--- src/rtl/dotq_pkg.sv ---
// Package for the deadline-ordered task queue: widths, codes and shared types.
// No dependencies.
package dotq_pkg;

   localparam int QueueDepthDefault = 16;
   localparam int KindCount         = 3;

   localparam int TimeWidth = 16;
   localparam int KindWidth = 2;
   localparam int TolWidth  = 15;
   localparam int ModeWidth = 2;
   localparam int CsrWidth  = 15;

   typedef enum logic {
      OP_INSERT   = 1'b0,
      OP_DISPATCH = 1'b1
   } op_type;

   typedef enum logic [2:0] {
      ST_OK       = 3'd0,
      ST_BAD      = 3'd1,
      ST_FULL     = 3'd2,
      ST_EMPTY    = 3'd3,
      ST_LATE     = 3'd4,
      ST_NOT_IDLE = 3'd5
   } status_type;

   typedef enum logic {
      CSR_LATE_TOLERANCE = 1'b0,
      CSR_RUN_MODE       = 1'b1
   } csr_index_type;

   localparam logic [ModeWidth-1:0] ModeIdle = '0;

   // one queue slot as handed between neighbor cells
   typedef struct packed {
      logic                 occ;
      logic [TimeWidth-1:0] due;
      logic [KindWidth-1:0] kind;
   } slot_type;

   // command broadcast to every cell
   typedef struct packed {
      logic                 ins_en;
      logic                 pop_en;
      logic [TimeWidth-1:0] due;
      logic [KindWidth-1:0] kind;
   } cell_cmd_type;

endpackage

--- src/rtl/dotq_if.sv ---
// Valid/ready channel interfaces for request and response transfers.
// Depends on dotq_pkg.
interface dotq_req_if;
   logic                             valid;
   logic                             ready;
   logic                             operation;
   logic [dotq_pkg::TimeWidth-1:0]   time_stamp;
   logic [dotq_pkg::KindWidth-1:0]   task_kind;
   logic                             has_handler;

   modport source (output valid, operation, time_stamp, task_kind, has_handler,
                   input ready);
   modport sink   (input valid, operation, time_stamp, task_kind, has_handler,
                   output ready);
endinterface

interface dotq_rsp_if;
   logic                                  valid;
   logic                                  ready;
   logic [2:0]                            status;
   logic [dotq_pkg::KindWidth-1:0]        out_kind;
   logic [dotq_pkg::TimeWidth-1:0]        out_time;
   logic signed [dotq_pkg::TimeWidth-1:0] time_gap;
   logic                                  gap_valid;

   modport source (output valid, status, out_kind, out_time, time_gap, gap_valid,
                   input ready);
   modport sink   (input valid, status, out_kind, out_time, time_gap, gap_valid,
                   output ready);
endinterface

--- src/rtl/dotq_cell.sv ---
// One slot of the sorted queue: holds an entry, shifts toward tail on insert
// and toward head on pop. Depends on dotq_pkg.
module dotq_cell (
   input  logic                   clock,
   input  logic                   reset,
   input  dotq_pkg::cell_cmd_type cmd,
   input  dotq_pkg::slot_type     prev_slot,
   input  logic                   prev_keep,
   input  dotq_pkg::slot_type     next_slot,
   output dotq_pkg::slot_type     slot,
   output logic                   keep
);
   import dotq_pkg::*;

   logic                 occ_ff, occ_in;
   logic [TimeWidth-1:0] due_ff, due_in;
   logic [KindWidth-1:0] kind_ff, kind_in;

   // entries at or before the new due time stay put
   assign keep = occ_ff && (due_ff <= cmd.due);

   always_comb begin
      occ_in  = occ_ff;
      due_in  = due_ff;
      kind_in = kind_ff;
      if (cmd.pop_en) begin
         occ_in  = next_slot.occ;
         due_in  = next_slot.due;
         kind_in = next_slot.kind;
      end else if (cmd.ins_en && !keep) begin
         if (prev_keep) begin
            occ_in  = 1'b1;
            due_in  = cmd.due;
            kind_in = cmd.kind;
         end else begin
            occ_in  = prev_slot.occ;
            due_in  = prev_slot.due;
            kind_in = prev_slot.kind;
         end
      end
   end

   always_ff @(posedge clock) begin
      if (reset) begin
         occ_ff <= 1'b0;
      end else begin
         occ_ff <= occ_in;
      end
      due_ff  <= due_in;
      kind_ff <= kind_in;
   end

   assign slot.occ  = occ_ff;
   assign slot.due  = due_ff;
   assign slot.kind = kind_ff;

endmodule

--- src/rtl/deadline_ordered_task_queue.sv ---
// Top level of the deadline-ordered task queue: cell chain, checks and result register.
// Depends on dotq_pkg, dotq_if and dotq_cell.
//
// Pending tasks sit in a row of QUEUE_DEPTH cells sorted by due time, head in
// cell 0; equal due times keep arrival order. Every cell compares its own due
// time with the request in parallel, so inserts and dispatches shift the row
// together: one request transfer per clock unless the response side stalls,
// with its response registered and presented the next cycle. A new request
// is taken while the previous response is being transferred. Configuration writes take
// effect at the next edge and are meant to happen while no response is outstanding.
module deadline_ordered_task_queue #(
   parameter int QUEUE_DEPTH = dotq_pkg::QueueDepthDefault
) (
   input  logic                          clock,
   input  logic                          reset,
   dotq_req_if.sink                      req,
   dotq_rsp_if.source                    rsp,
   input  logic                          csr_write_en,
   input  logic                          csr_index,
   input  logic [dotq_pkg::CsrWidth-1:0] csr_wdata
);
   import dotq_pkg::*;

   slot_type     slots [QUEUE_DEPTH];
   logic         keeps [QUEUE_DEPTH];
   cell_cmd_type cmd;

   logic [TolWidth-1:0]  late_tol_ff;
   logic [ModeWidth-1:0] run_mode_ff;

   logic                 rsp_valid_ff, rsp_valid_in;
   status_type           status_ff, status_in;
   logic [KindWidth-1:0] out_kind_ff, out_kind_in;
   logic [TimeWidth-1:0] out_time_ff, out_time_in;
   logic [TimeWidth-1:0] gap_ff, gap_in;
   logic                 gap_valid_ff, gap_valid_in;

   logic                 accept;
   logic                 bad_req;
   logic                 full;
   logic [TimeWidth-1:0] late_gap;
   logic [TimeWidth-1:0] next_gap;
   logic                 too_late;

   assign req.ready = !rsp_valid_ff || rsp.ready;
   assign accept    = req.valid && req.ready;

   assign bad_req  = ({1'b0, req.task_kind} >= 3'(KindCount)) || !req.has_handler;
   assign full     = slots[QUEUE_DEPTH-1].occ;
   assign late_gap = req.time_stamp - slots[0].due;
   assign next_gap = req.time_stamp - slots[1].due;
   assign too_late = $signed(late_gap) > $signed({1'b0, late_tol_ff});

   always_comb begin
      cmd.ins_en   = 1'b0;
      cmd.pop_en   = 1'b0;
      cmd.due      = req.time_stamp;
      cmd.kind     = req.task_kind;
      status_in    = ST_OK;
      out_kind_in  = '0;
      out_time_in  = '0;
      gap_in       = '0;
      gap_valid_in = 1'b0;
      if (op_type'(req.operation) == OP_INSERT) begin
         if (bad_req) begin
            status_in = ST_BAD;
         end else if (full) begin
            status_in = ST_FULL;
         end else begin
            cmd.ins_en = accept;
         end
      end else begin
         if (!slots[0].occ) begin
            status_in = ST_EMPTY;
         end else if (too_late) begin
            status_in    = ST_LATE;
            gap_in       = late_gap;
            gap_valid_in = 1'b1;
         end else if (run_mode_ff != ModeIdle) begin
            status_in = ST_NOT_IDLE;
         end else begin
            cmd.pop_en   = accept;
            out_kind_in  = slots[0].kind;
            out_time_in  = slots[0].due;
            gap_valid_in = slots[1].occ;
            gap_in       = slots[1].occ ? next_gap : '0;
         end
      end
      rsp_valid_in = accept || (rsp_valid_ff && !rsp.ready);
   end

   for (genvar i = 0; i < QUEUE_DEPTH; i++) begin : g_cell
      slot_type prev_slot;
      slot_type next_slot;
      logic     prev_keep;
      if (i == 0) begin : g_head
         assign prev_slot = '0;
         assign prev_keep = 1'b1;
      end else begin : g_body
         assign prev_slot = slots[i-1];
         assign prev_keep = keeps[i-1];
      end
      if (i == QUEUE_DEPTH-1) begin : g_tail
         assign next_slot = '0;
      end else begin : g_inner
         assign next_slot = slots[i+1];
      end
      dotq_cell u_cell (
         .clock     (clock),
         .reset     (reset),
         .cmd       (cmd),
         .prev_slot (prev_slot),
         .prev_keep (prev_keep),
         .next_slot (next_slot),
         .slot      (slots[i]),
         .keep      (keeps[i])
      );
   end

   always_ff @(posedge clock) begin
      if (reset) begin
         late_tol_ff <= TolWidth'(5);
         run_mode_ff <= ModeIdle;
      end else if (csr_write_en) begin
         unique case (csr_index_type'(csr_index))
            CSR_LATE_TOLERANCE: late_tol_ff <= csr_wdata[TolWidth-1:0];
            CSR_RUN_MODE:       run_mode_ff <= csr_wdata[ModeWidth-1:0];
         endcase
      end
   end

   always_ff @(posedge clock) begin
      if (reset) begin
         rsp_valid_ff <= 1'b0;
      end else begin
         rsp_valid_ff <= rsp_valid_in;
      end
      if (accept) begin
         status_ff    <= status_in;
         out_kind_ff  <= out_kind_in;
         out_time_ff  <= out_time_in;
         gap_ff       <= gap_in;
         gap_valid_ff <= gap_valid_in;
      end
   end

   assign rsp.valid     = rsp_valid_ff;
   assign rsp.status    = status_ff;
   assign rsp.out_kind  = out_kind_ff;
   assign rsp.out_time  = out_time_ff;
   assign rsp.time_gap  = $signed(gap_ff);
   assign rsp.gap_valid = gap_valid_ff;

endmodule

--- src/flat_wrapper.sv ---
// flat-port wrapper written by rule: the top's interface ports become plain ports
module deadline_ordered_task_queue_flat import dotq_pkg::*;
#(
   parameter int QUEUE_DEPTH = dotq_pkg::QueueDepthDefault
)
  (clock, reset, csr_write_en, csr_index, csr_wdata, req_valid, req_operation, req_time_stamp, req_task_kind, req_has_handler, req_ready, rsp_valid, rsp_status, rsp_out_kind, rsp_out_time, rsp_time_gap, rsp_gap_valid, rsp_ready);
  dotq_req_if req_i ();
  dotq_rsp_if rsp_i ();
  input  logic clock;
  input  logic reset;
  input  logic csr_write_en;
  input  logic csr_index;
  input  logic [dotq_pkg::CsrWidth-1:0] csr_wdata;
  input wire logic [$bits(req_i.valid)-1:0] req_valid;
  input wire logic [$bits(req_i.operation)-1:0] req_operation;
  input wire logic [$bits(req_i.time_stamp)-1:0] req_time_stamp;
  input wire logic [$bits(req_i.task_kind)-1:0] req_task_kind;
  input wire logic [$bits(req_i.has_handler)-1:0] req_has_handler;
  output wire logic [$bits(req_i.ready)-1:0] req_ready;
  output wire logic [$bits(rsp_i.valid)-1:0] rsp_valid;
  output wire logic [$bits(rsp_i.status)-1:0] rsp_status;
  output wire logic [$bits(rsp_i.out_kind)-1:0] rsp_out_kind;
  output wire logic [$bits(rsp_i.out_time)-1:0] rsp_out_time;
  output wire logic [$bits(rsp_i.time_gap)-1:0] rsp_time_gap;
  output wire logic [$bits(rsp_i.gap_valid)-1:0] rsp_gap_valid;
  input wire logic [$bits(rsp_i.ready)-1:0] rsp_ready;
  assign req_i.valid = req_valid;
  assign req_i.operation = req_operation;
  assign req_i.time_stamp = req_time_stamp;
  assign req_i.task_kind = req_task_kind;
  assign req_i.has_handler = req_has_handler;
  assign req_ready = req_i.ready;
  assign rsp_valid = rsp_i.valid;
  assign rsp_status = rsp_i.status;
  assign rsp_out_kind = rsp_i.out_kind;
  assign rsp_out_time = rsp_i.out_time;
  assign rsp_time_gap = rsp_i.time_gap;
  assign rsp_gap_valid = rsp_i.gap_valid;
  assign rsp_i.ready = rsp_ready;
  deadline_ordered_task_queue #(.QUEUE_DEPTH(QUEUE_DEPTH)) u_core (.clock(clock), .reset(reset), .req(req_i), .rsp(rsp_i), .csr_write_en(csr_write_en), .csr_index(csr_index), .csr_wdata(csr_wdata));
endmodule
--- config.mk ---
export PLATFORM = sky130hd
export DESIGN_NAME = deadline_ordered_task_queue_flat
export DESIGN_NICKNAME = d
export VERILOG_FILES = /design/src/rtl/dotq_pkg.sv /design/src/rtl/dotq_if.sv /design/src/rtl/dotq_cell.sv /design/src/rtl/deadline_ordered_task_queue.sv /design/src/flat_wrapper.sv
export SDC_FILE = /design/constraint.sdc
export NUM_CORES = 1
export LEC_CHECK = 0
export BUFFER_PORTS_ARGS = -buffer_cell sky130_fd_sc_hd__buf_2
export CORE_UTILIZATION = 29
export DETAILED_ROUTE_END_ITERATION = 7
export PLACE_DENSITY = 0.45
export SYNTH_ARGS = -nofsm -noshare
export SYNTH_HDL_FRONTEND = slang
export SYNTH_SLANG_ARGS = --single-unit
export TNS_END_PERCENT = 100
--- constraint.sdc ---
create_clock -name clock -period 5.9 [get_ports clock]
set_clock_uncertainty 0.2 [all_clocks]
set_input_delay 0 -clock clock [delete_from_list [all_inputs] [get_ports clock]]
set_output_delay 0 -clock clock [all_outputs]
set_load 0.05 [all_outputs]
Word level (Yosys, flattened, before mapping):

Cells that the tools add are included.

* register bits: 360
* input port bits: 41
* output and inout bits: 40
* word-level logic and storage cells: 309

* $add $sub $neg: 2
* order comparisons: 18
* muxes and demuxes: 153
* bitwise logic cells: 3
* reduce and logical (&&, ||, !) cells: 77

Operators by type and width (number)
* two-way mux 16 bit: 48
* <= comparator 16 bit: 16
* two-way mux 2 bit: 47
* two-way mux 1 bit: 54
* logical AND 1 bit: 34
* nonzero test 2 bit: 16
* subtractor 16 bit: 2
* logical NOT 1 bit: 19
* > comparator 16 bit: 1
* two-way mux 3 bit: 4
* AND reduction 2 bit: 3
* OR reduction 4 bit: 1
* logical OR 1 bit: 3
* NOT 1 bit: 3
* >= comparator 2 bit (second input constant): 1
* OR reduction 2 bit: 1

Logic depth before layout (Yosys ltp):

Gate-level depths: netlist of the first run.

* depth in word-level cells: 9
* mapped depth: 22
* gate-level depth less buffers: 19

Cells and area by module:

Synthesis of the first run repeated with hierarchy kept, for this count alone.

* cell total of the unflattened synthesis: 2801
* area, all modules: 26864.5 um^2

Modules (own cells, without submodules)
* dotq_cell: instances 16, cells each 146, area an instance 1418.9 um^2, seq. area each 560.5 um^2
* deadline_ordered_task_queue: instances 1, cells each 465, area an instance 4162.7 um^2, seq. area each 1501.4 um^2

Least setup slack after synthesis of the first run:

Ideal clock, no wire load.

* path kind: reg-to-reg
* start: register u_core.g_cell[0].u_cell.due_ff[6]
* end: register u_core.g_cell[14].u_cell.due_ff[0], enable pin
* setup time: 418 ps
* data arrival time: 4108 ps
* required time: 5282 ps
* path slack: 1174 ps
* stages on the path, launching flop included: 17
* path buffers: 1
* period minus slack after synthesis: 4726 ps
* cell sequence: edfxtp_1 > inv_1 > ha_1 > a21o_1 > or3_1 > o21ai_0 > o21ai_0 > a31oi_1 > xnor2_1 > ha_1 > a2111o_1 > nor3_1 > a221oi_2 > nand3_4 > nand2_1 > clkbuf_1 > o21ai_0

* word-level cells in the longest chain between the ends: 6

Ends and longest elaborated chain
* start, declared: RTL line dotq_cell.sv:16 `logic [TimeWidth-1:0] due_ff, due_in;`
* start signal, assigned: RTL line dotq_cell.sv:49 `due_ff <= due_in;`
* subtractor 16 bit: RTL line deadline_ordered_task_queue.sv:50 `assign late_gap = req.time_stamp - slots[0].due;`
* > comparator 16 bit: RTL line deadline_ordered_task_queue.sv:52 `assign too_late = $signed(late_gap) > $signed({1'b0, late_tol_ff});`
* two-way mux 1 bit: RTL line deadline_ordered_task_queue.sv:75 `end else if (too_late) begin`
* two-way mux 1 bit: RTL line deadline_ordered_task_queue.sv:73 `if (!slots[0].occ) begin`
* two-way mux 1 bit: RTL line deadline_ordered_task_queue.sv:64 `if (op_type'(req.operation) == OP_INSERT) begin`
* nonzero test 2 bit (no line)
* end signal, assigned: RTL line dotq_cell.sv:49
* end, declared: RTL line dotq_cell.sv:16

No other way between the ends.
A chain may end at the register's enable or synchronous reset.

Worst setup path after layout of the first run:

* start: register u_core.g_cell[0].u_cell.due_ff[0]
* end: register u_core.status_ff[0] (netlist: u_core.rsp.status[0]) (data pin)

* word-level cells in the longest chain between the ends: 5

Ends and longest elaborated chain
* subtractor 16 bit: RTL line deadline_ordered_task_queue.sv:50
* > comparator 16 bit: RTL line deadline_ordered_task_queue.sv:52
* two-way mux 3 bit: RTL line deadline_ordered_task_queue.sv:75
* two-way mux 3 bit: RTL line deadline_ordered_task_queue.sv:73
* two-way mux 3 bit: RTL line deadline_ordered_task_queue.sv:64
* via u_core.status_in[0]: RTL line deadline_ordered_task_queue.sv:32 `status_type status_ff, status_in;`
* end signal, assigned: RTL line deadline_ordered_task_queue.sv:139 `status_ff <= status_in;`
* end, declared: RTL line deadline_ordered_task_queue.sv:32

The timed path passes the listed nets, and every way through them passes these cells.

==> metrics list, run 1 <==
- Relative slew slack: 0.251
* Average size of a mapped cell: 9.78 um2
* Layout-stage area growth over the synthesis result: 17.0%
* Clock Tree Buf Depth: 3
- At the end of routability-driven placement, the weighted congestion stood at 0.834.
* Required time reported for the critical path endpoint: 6030 ps
- In this run, post-CTS hold repair placed 88 buffers.
* CP arrival: 5270 ps
- Antenna violations before repair: 0
* Ratio of cells with drive above 1 in the final layout: 0.0914
- The sequential cells in the finished layout cover a total of 10300 um2.
- Status: completed
- Once the clock tree was built, the setup fixing pass inserted 0 buffers.
- Net count reported at finish: 2900
* Yosys warnings: 0
* Share of flip-flops with an asynchronous set or reset after synthesis: 0
* Filler Cell Count: 8372
- Synthesis produced 2454 cells.
* Cts bufs inserted: 45
- Die Width: 290 um
- Number of distinct library cells after synthesis: 70
- STA classifies the critical path startpoint as a flip-flop.
* Number of standard cells in the final layout excluding fillers: 3708
- For this run, design rule violations remaining after detail routing come to 0.
- Measured on the finished design, the core utilization comes to 0.342.
- Commonest non-fill, non-tap cell in the layout: sky130_fd_sc_hd__nand2_1
* Final hold vios: 0
- The routed design has 78900 um of wire.
* Post-route ant nets: 0
* Post-route clock period utilization: 0.871
- IR analysis of the VDD net gives a maximum drop of 190 uV.
- Placeable Area: 82000 um2
* Top library cells by usage in the layout, fill and taps aside: 385 x sky130_fd_sc_hd__nand2_1, 324 x sky130_fd_sc_hd__o21ai_0, 308 x sky130_fd_sc_hd__edfxtp_1
- Area of the die: 83900 um2
* Aggregate global-route resource usage: 0.186
* Violation count after the first detailed-route iteration: 1337
- Number of instances resized during post-cts repair: 0
* Pin count of the biggest net entering global routing: 127
* Max-slew violation count: 0
* Startpoint-to-endpoint class of the critical path: reg2reg
- After routing the design area is 28100 um2.
* Wire length per cell after detailed routing: 21.3 um
* Count of input and output buffers: 80
- Predominant post-synthesis flop cell: sky130_fd_sc_hd__edfxtp_1
* HP Class: in2reg
- The repair_antennas step left the layout with diodes totalling 0.
- Cell at the root of the clock tree: sky130_fd_sc_hd__clkbuf_16
- CTS H-tree lvls: 2
- Area of combinational cells with multiple inputs: 12800 um2
- Yosys mapped a number of flops with a built-in enable equal to 308.
* Top achievable clock speed: 194 MHz
- IO Pins: 81
- Max-cap violations: 0
- Setup repair after global routing missed its margin: false
- The routed layout has 19600 vias.
- Number of register bits inferred by synthesis: 360
- Cell count after placement: 3537
- Placed wire-length estimate: 59400 um
- Via-per-instance ratio: 5.30
- P_leak: 11.2 nW
- The first global-routing pass estimated 120000 um of wire.
- Number of global-route vias before repair: 19900
- Cell area after synthesis: 24000 um2
- At the pin with the least slew margin, the transition time is 1120 ps.
* TritonCTS clock tree: done
- Net count after synthesis: 2752
* Skew-Pair Late Insertion Delay: 600 ps
* Portion of the post-synthesis area used by sequential elements: 0.429
- Std cell rows: 105
- In this run the power density over the cells is 237 nW/um2.
- Grt ovf: 0
* Setup total negative slack: 0 ps
- Clk slew on worst S/H paths: 60 ps
* Final number of setup-violating endpoints: 0
- The smallest clock period supported by the final layout is computed as 5140 ps.
* Placed cell areas: 25800 um2
* Die Span Y: 290 um
- Crit. End Element: flip-flop
- Worst Path Max Fanout: 31
* Number of iterations in the first detailed-routing pass: 5
- Num Clock Sinks: 360
- The initial utilization of the core area, before any placement, comes to 0.293.
-- final cells by class --
type,instances,area share
well taps,1070,0.0477
inverters,88,0.0118
clock inverters,18,0.00490
clock buffers,65,0.0453
flip-flops and latches,360,0.366
multi-input cells,1871,0.456
repair buffers,236,0.0678
-- where the power goes --
group | switching, W | internal, W
Sequential | 0.0000764 | 0.00288
Clock | 0.00118 | 0.00155
Combinational | 0.000616 | 0.000365
-- cell families (layout without fill, tap and decap cells) --
logic type / count (synthesis) / count (layout) / share of synthesized area
compound gates: 644 / 644 / 0.156
xor+xnor: 22 / 22 / 0.00803
fa+ha+maj: 257 / 257 / 0.135
buf+inv: 223 / 407 / 0.0402
flops: 360 / 360 / 0.429
mux: 242 / 242 / 0.101
simple gates: 706 / 706 / 0.131
-- cells in the mapped netlist (7+ instances only) --
cell type / number / share of area
sky130_fd_sc_hd__dfxtp_1: 52 / 0.043
sky130_fd_sc_hd__mux2i_1: 242 / 0.10
sky130_fd_sc_hd__o21ai_0: 328 / 0.068
sky130_fd_sc_hd__and4_1: 8 / 0.0029
sky130_fd_sc_hd__nor2_1: 112 / 0.018
sky130_fd_sc_hd__nand2_2: 7 / 0.0018
sky130_fd_sc_hd__a21boi_0: 9 / 0.0028
sky130_fd_sc_hd__nor2b_1: 17 / 0.0044
sky130_fd_sc_hd__xnor2_1: 16 / 0.0058
sky130_fd_sc_hd__o21bai_1: 11 / 0.0034
sky130_fd_sc_hd__a211oi_1: 41 / 0.013
sky130_fd_sc_hd__a21o_1: 19 / 0.0059
sky130_fd_sc_hd__ha_1: 255 / 0.13
sky130_fd_sc_hd__o21ai_1: 19 / 0.0040
sky130_fd_sc_hd__a211o_1: 8 / 0.0029
sky130_fd_sc_hd__nand3b_1: 7 / 0.0022
sky130_fd_sc_hd__nor3_1: 25 / 0.0052
sky130_fd_sc_hd__nand3_1: 43 / 0.0090
sky130_fd_sc_hd__a31oi_1: 7 / 0.0018
sky130_fd_sc_hd__clkbuf_1: 66 / 0.010
sky130_fd_sc_hd__o21a_1: 21 / 0.0066
sky130_fd_sc_hd__inv_1: 88 / 0.014
sky130_fd_sc_hd__edfxtp_1: 308 / 0.39
sky130_fd_sc_hd__nand4_1: 38 / 0.0099
sky130_fd_sc_hd__nor4_1: 22 / 0.0057
sky130_fd_sc_hd__nand2_1: 385 / 0.060
sky130_fd_sc_hd__a21oi_1: 121 / 0.025
sky130_fd_sc_hd__buf_2: 57 / 0.012
sky130_fd_sc_hd__o211ai_1: 12 / 0.0038
sky130_fd_sc_hd__nand2b_1: 16 / 0.0042
sky130_fd_sc_hd__a311oi_1: 9 / 0.0033
-- worst max-delay path, cell delays in order, from the launching register on --
cell	delay, ps
sky130_fd_sc_hd__edfxtp_1	500
sky130_fd_sc_hd__ha_1	230
sky130_fd_sc_hd__inv_1	60
sky130_fd_sc_hd__fa_1	430
sky130_fd_sc_hd__a21oi_1	220
sky130_fd_sc_hd__o22ai_1	110
sky130_fd_sc_hd__nor2_1	260
sky130_fd_sc_hd__o21ba_2	230
sky130_fd_sc_hd__o311ai_0	220
sky130_fd_sc_hd__ha_1	370
sky130_fd_sc_hd__o21ai_0	80
sky130_fd_sc_hd__nor2_1	180
sky130_fd_sc_hd__nor2_1	80
sky130_fd_sc_hd__a221oi_2	450
sky130_fd_sc_hd__nand3_4	150
sky130_fd_sc_hd__buf_4	270
sky130_fd_sc_hd__o21ai_0	170
sky130_fd_sc_hd__a21oi_1	110
sky130_fd_sc_hd__dlygate4sd3_1	560
-- path summary, 6_finish.rpt --
check / start / slack (ps) / depth (start not counted) / endpoint
max reg2reg: u_core.g_cell[0].u_cell.due_ff[0] / 760 / 18 / u_core.rsp.status[0]
min reg2reg: u_core.g_cell[15].u_cell.due_ff[6] / 300 / 2 / u_core.g_cell[15].u_cell.due_ff[6]
max: u_core.g_cell[0].u_cell.due_ff[0] / 760 / 18 / u_core.rsp.status[0]
min: req_time_stamp[11] / 240 / 4 / u_core.g_cell[15].u_cell.due_ff[11]
-- metal layers --
layer  wire, um  GRT usage  part of all wire  up-vias
met5          0          0                 0        -
met2      36000      0.303              0.46      523
met3       4150     0.0300             0.053       91
met4       1720     0.0483             0.022        0
met1      37000      0.255              0.47     9653
li1           -          -                 -     9380
-- flip-flops by register name (all words and copies together) (netlist names) --
| signal | flops |
|---|---|
| u_core.g_cell.u_cell.kind_ff | 32 |
| u_core.late_tol_ff | 15 |
| u_core.rsp.gap_valid | 1 |
| u_core.rsp.out_kind | 2 |
| u_core.run_mode_ff | 2 |
| u_core.rsp.valid | 1 |
| u_core.rsp.time_gap | 16 |
| u_core.rsp.out_time | 16 |
| u_core.g_cell.u_cell.occ_ff | 16 |
| u_core.rsp.status | 3 |
| u_core.g_cell.u_cell.due_ff | 256 |
-- per-stage QoR --
step,setup slack [ps],total power (W),hold slack [ps]
detailed placement,837,0.00394,29.9
floorplan,1170,0.00361,-82.2
global route,396,0.00693,236
CTS,723,0.00673,220
finish,759,0.00666,245
global placement,829,0.00391,7.17
Power figures use the tool's default switching activity.
==> run 2, diff against run 1 <==
CORE_UTILIZATION = 60   (was 29)
PLACE_DENSITY = 0.79   (was 0.45)
clock period = 6.07 ns   (was 5.9 ns; I/O delays follow)
==> metrics list, run 2 (synthesis gave the netlist of run 1 again) <==
- TritonCTS clock tree: done
- Top library cells by usage in the layout, fill and taps aside: 385 x sky130_fd_sc_hd__nand2_1, 324 x sky130_fd_sc_hd__o21ai_0, 308 x sky130_fd_sc_hd__edfxtp_1
- Residual DRC count: 0
- Clock period minus final worst setup slack: 5440 ps
* Violation count after the first detailed-route iteration: 2725
- Cell count after placement: 2986
- Status: completed
- Area of the die: 40800 um2
- Worst path slowest cell: sky130_fd_sc_hd__and2_4
* Via-per-instance ratio: 6.60
* Switching power of the nets: 0.00173 W
- Power density over the cells: 233 nW/um2
* Top achievable clock speed: 184 MHz
* Num Clock Sinks: 360
- Ratio of cells with drive above 1 in the final layout: 0.0891
- Switching Fraction: 0.273
* Worst setup SP type: flip-flop
* Global-route wire length before repair: 115000 um
- The path class of the tightest hold or removal check is in2reg.
- Across every metal layer, demand over resource in global routing totals 0.372.
- Pin count of the biggest net entering global routing: 94
- For the pin with the worst max-slew slack, the measured transition is 1320 ps.
- The worst hold path passes through 4 cells.
- Util after Layout: 0.695
- Cell at the root of the clock tree: sky130_fd_sc_hd__clkbuf_16
* Critical path's most frequent cell: sky130_fd_sc_hd__o21ai_0
- Starting utilization of the core area: 0.615
- The internal power of the cells totals 0.00459 W.
- Setup repair after global routing missed its margin: false
- Proportion of power drawn by the clock network: 0.391
- Leaving out fill and tap cells, the most frequent cell in the layout is sky130_fd_sc_hd__nand2_1.
- Final number of setup-violating endpoints: 0
- The worst-case IR drop observed on VDD is 180 uV.
* Std cell rows: 72
- Cts bufs inserted: 40
- Max-slew violation count: 0
* Skew-Pair Late Insertion Delay: 580 ps
- The signal on the critical path passes through inv_1 > ha_1 > a21o_1 > or3_1 > o21ai_0 > o21ai_0 > a31oi_1 > xnor2_1 > ha_1 > a2111o_1 > nor3_1 > a221oi_2 > nand3_4 > and2_4 > buf_12 > o21ai_0.
- CP arrival: 5550 ps
- The routed design has 76600 um of wire.
- Register-to-Register Setup Slack: 630 ps
- Fill cells in the final layout number 2876.
- The worst pin sits at a relative slew slack of 0.120.
- The worst register-to-register path has a depth of 16.
- The pre-antenna-repair detailed-routing pass consisted of 6 iterations.
- IO Pins: 81
* Post-route clock period utilization: 0.897
- Largest registers: u_core.g_cell.u_cell.due_ff: 256 flops, u_core.g_cell.u_cell.kind_ff: 32 flops
* Endpoint of the worst register-to-register path: u_core.g_cell[10].u_cell.due_ff[9]
- Once detail routing completed, the nets flagged for antenna violations numbered 0.
* Placed wire-length estimate: 53600 um
- Crit. End Element: flip-flop
- Wire length per cell after detailed routing: 24.5 um
- The tightest hold path in the finished design has a slack of 157 ps.
- Layout-stage area growth over the synthesis result: 12.9%
* CTS H-tree lvls: 2
- Among cell families on the critical path, the largest total delay comes from compound AO/OA/AOI/OAI gates.
* Diodes inserted: 0
* Max-cap violations: 0
- Final hold vios: 0
- For this block, the via count after detailed routing is 20700.
* Worst Path Max Fanout: 93
- In the final timing run, aggregate negative setup slack is 0 ps.
- u_core.g_cell.u_cell.due_ff holds more flip-flops than any other register.
* Clock Tree Buf Depth: 3
* Count of input and output buffers: 80
- Antenna violations before repair: 1
- Flip-flop count of the largest register after layout: 256
* Worst Path Buf+Inv: 2
- After clock tree synthesis, the clock-pin slew on the worst setup and hold paths is 60 ps.
- CP max stage delay: 570 ps
* Grt ovf: 0
* Setup bufs post-CTS: 0
* P_leak: 11.1 nW
- Die Width: 202 um
- Once layout is complete, the cells apart from fillers number 3133.
- The via count of the first global-routing pass was 19800.
* Required time reported for the critical path endpoint: 6180 ps
- Relative contribution of combinational cells to total power: 0.153
- At the end of routability-driven placement, the weighted congestion stood at 0.988.
- Placeable Area: 39000 um2
- The path with the worst hold slack has its endpoint at u_core.rsp.valid.
* Start point of the worst hold path: rsp_ready
- Net count reported at finish: 2882
- Summing internal, switching and leakage power gives 0.00632 W.
- Worst flop-to-flop path startpoint: u_core.g_cell[0].u_cell.due_ff[6]
- The critical path is of the reg2reg type.
- Of the total power, registers draw 0.456.
* Die Span Y: 202 um
==> run 2: changes by cell type in the layout (fill, tap and decap cells not counted), sizes merged <==
cell         delta
clkinvlp        -1
clkbuf          -5
clkinv          -4
bufinv          +1
buf             +1
inv             -1
dlygate4sd3    -14
==> run 2: power groups by stage <==
stage | Clock [W] | Sequential (W) | Combinational, W
2_1_floorplan | 0 | 0.00294 | 0.000560
3_3_place_gp | 0 | 0.00292 | 0.000857
5_1_grt | 0.00259 | 0.00289 | 0.00104
6_report | 0.00247 | 0.00288 | 0.000966
4_1_cts | 0.00248 | 0.00288 | 0.000934
3_5_place_dp | 0 | 0.00293 | 0.000893
==> run 2: layer usage <==
layer	wire length, um	global-route usage	part of all wire
met3	8450	0.0616	0.11
met5	15	0	0.00020
met4	4810	0.212	0.063
met2	32800	0.559	0.43
met1	30600	0.511	0.40
==> run 2: timing repair <==
action,in CTS,in global routing
hold endpoints to repair,118,0
gates resized for setup,0,0
hold buffers,74,0
==> run 2: cell type report <==
class                   instances  area, um2  area share
multi-input cells            1871      12800       0.472
flip-flops and latches        360      10300       0.380
well taps                     518        648      0.0239
clock inverters                13        120     0.00443
clock buffers                  60       1190      0.0439
repair buffers                223       1730      0.0640
inverters                      88        330      0.0122
==> run 2: stage by stage <==
| step | area (um2) | setup WS (ps) |
|---|---|---|
| after floorplan | 24000 | 1340 |
| after global placement | 25100 | 965 |
| after detailed placement | 25100 | 834 |
| after CTS | 27100 | 830 |
| after global routing | 27100 | 337 |
| final | 27100 | 626 |
==> run 2: how the worst max path moves through the flow <==
stage / slack [ps] / cells after the start / to / start
2_1_floorplan: 1340 / 16 / u_core.g_cell[14].u_cell.due_ff[0] / u_core.g_cell[0].u_cell.due_ff[6]
3_3_place_gp: 970 / 16 / u_core.g_cell[9].u_cell.due_ff[13] / u_core.g_cell[0].u_cell.due_ff[6]
3_5_place_dp: 830 / 16 / u_core.g_cell[10].u_cell.due_ff[9] / u_core.g_cell[0].u_cell.due_ff[6]
4_1_cts: 830 / 16 / u_core.g_cell[10].u_cell.due_ff[9] / u_core.g_cell[0].u_cell.due_ff[6]
5_1_grt: 340 / 16 / u_core.g_cell[10].u_cell.due_ff[9] / u_core.g_cell[0].u_cell.due_ff[6]
6_report: 630 / 16 / u_core.g_cell[10].u_cell.due_ff[9] / u_core.g_cell[0].u_cell.due_ff[6]
==> run 2: tightest hold or removal path, cell delays in order <==
cell and delay (ps):
sky130_fd_sc_hd__buf_2 70, sky130_fd_sc_hd__nand2b_1 140, sky130_fd_sc_hd__a21oi_1 90, sky130_fd_sc_hd__dlygate4sd3_1 550
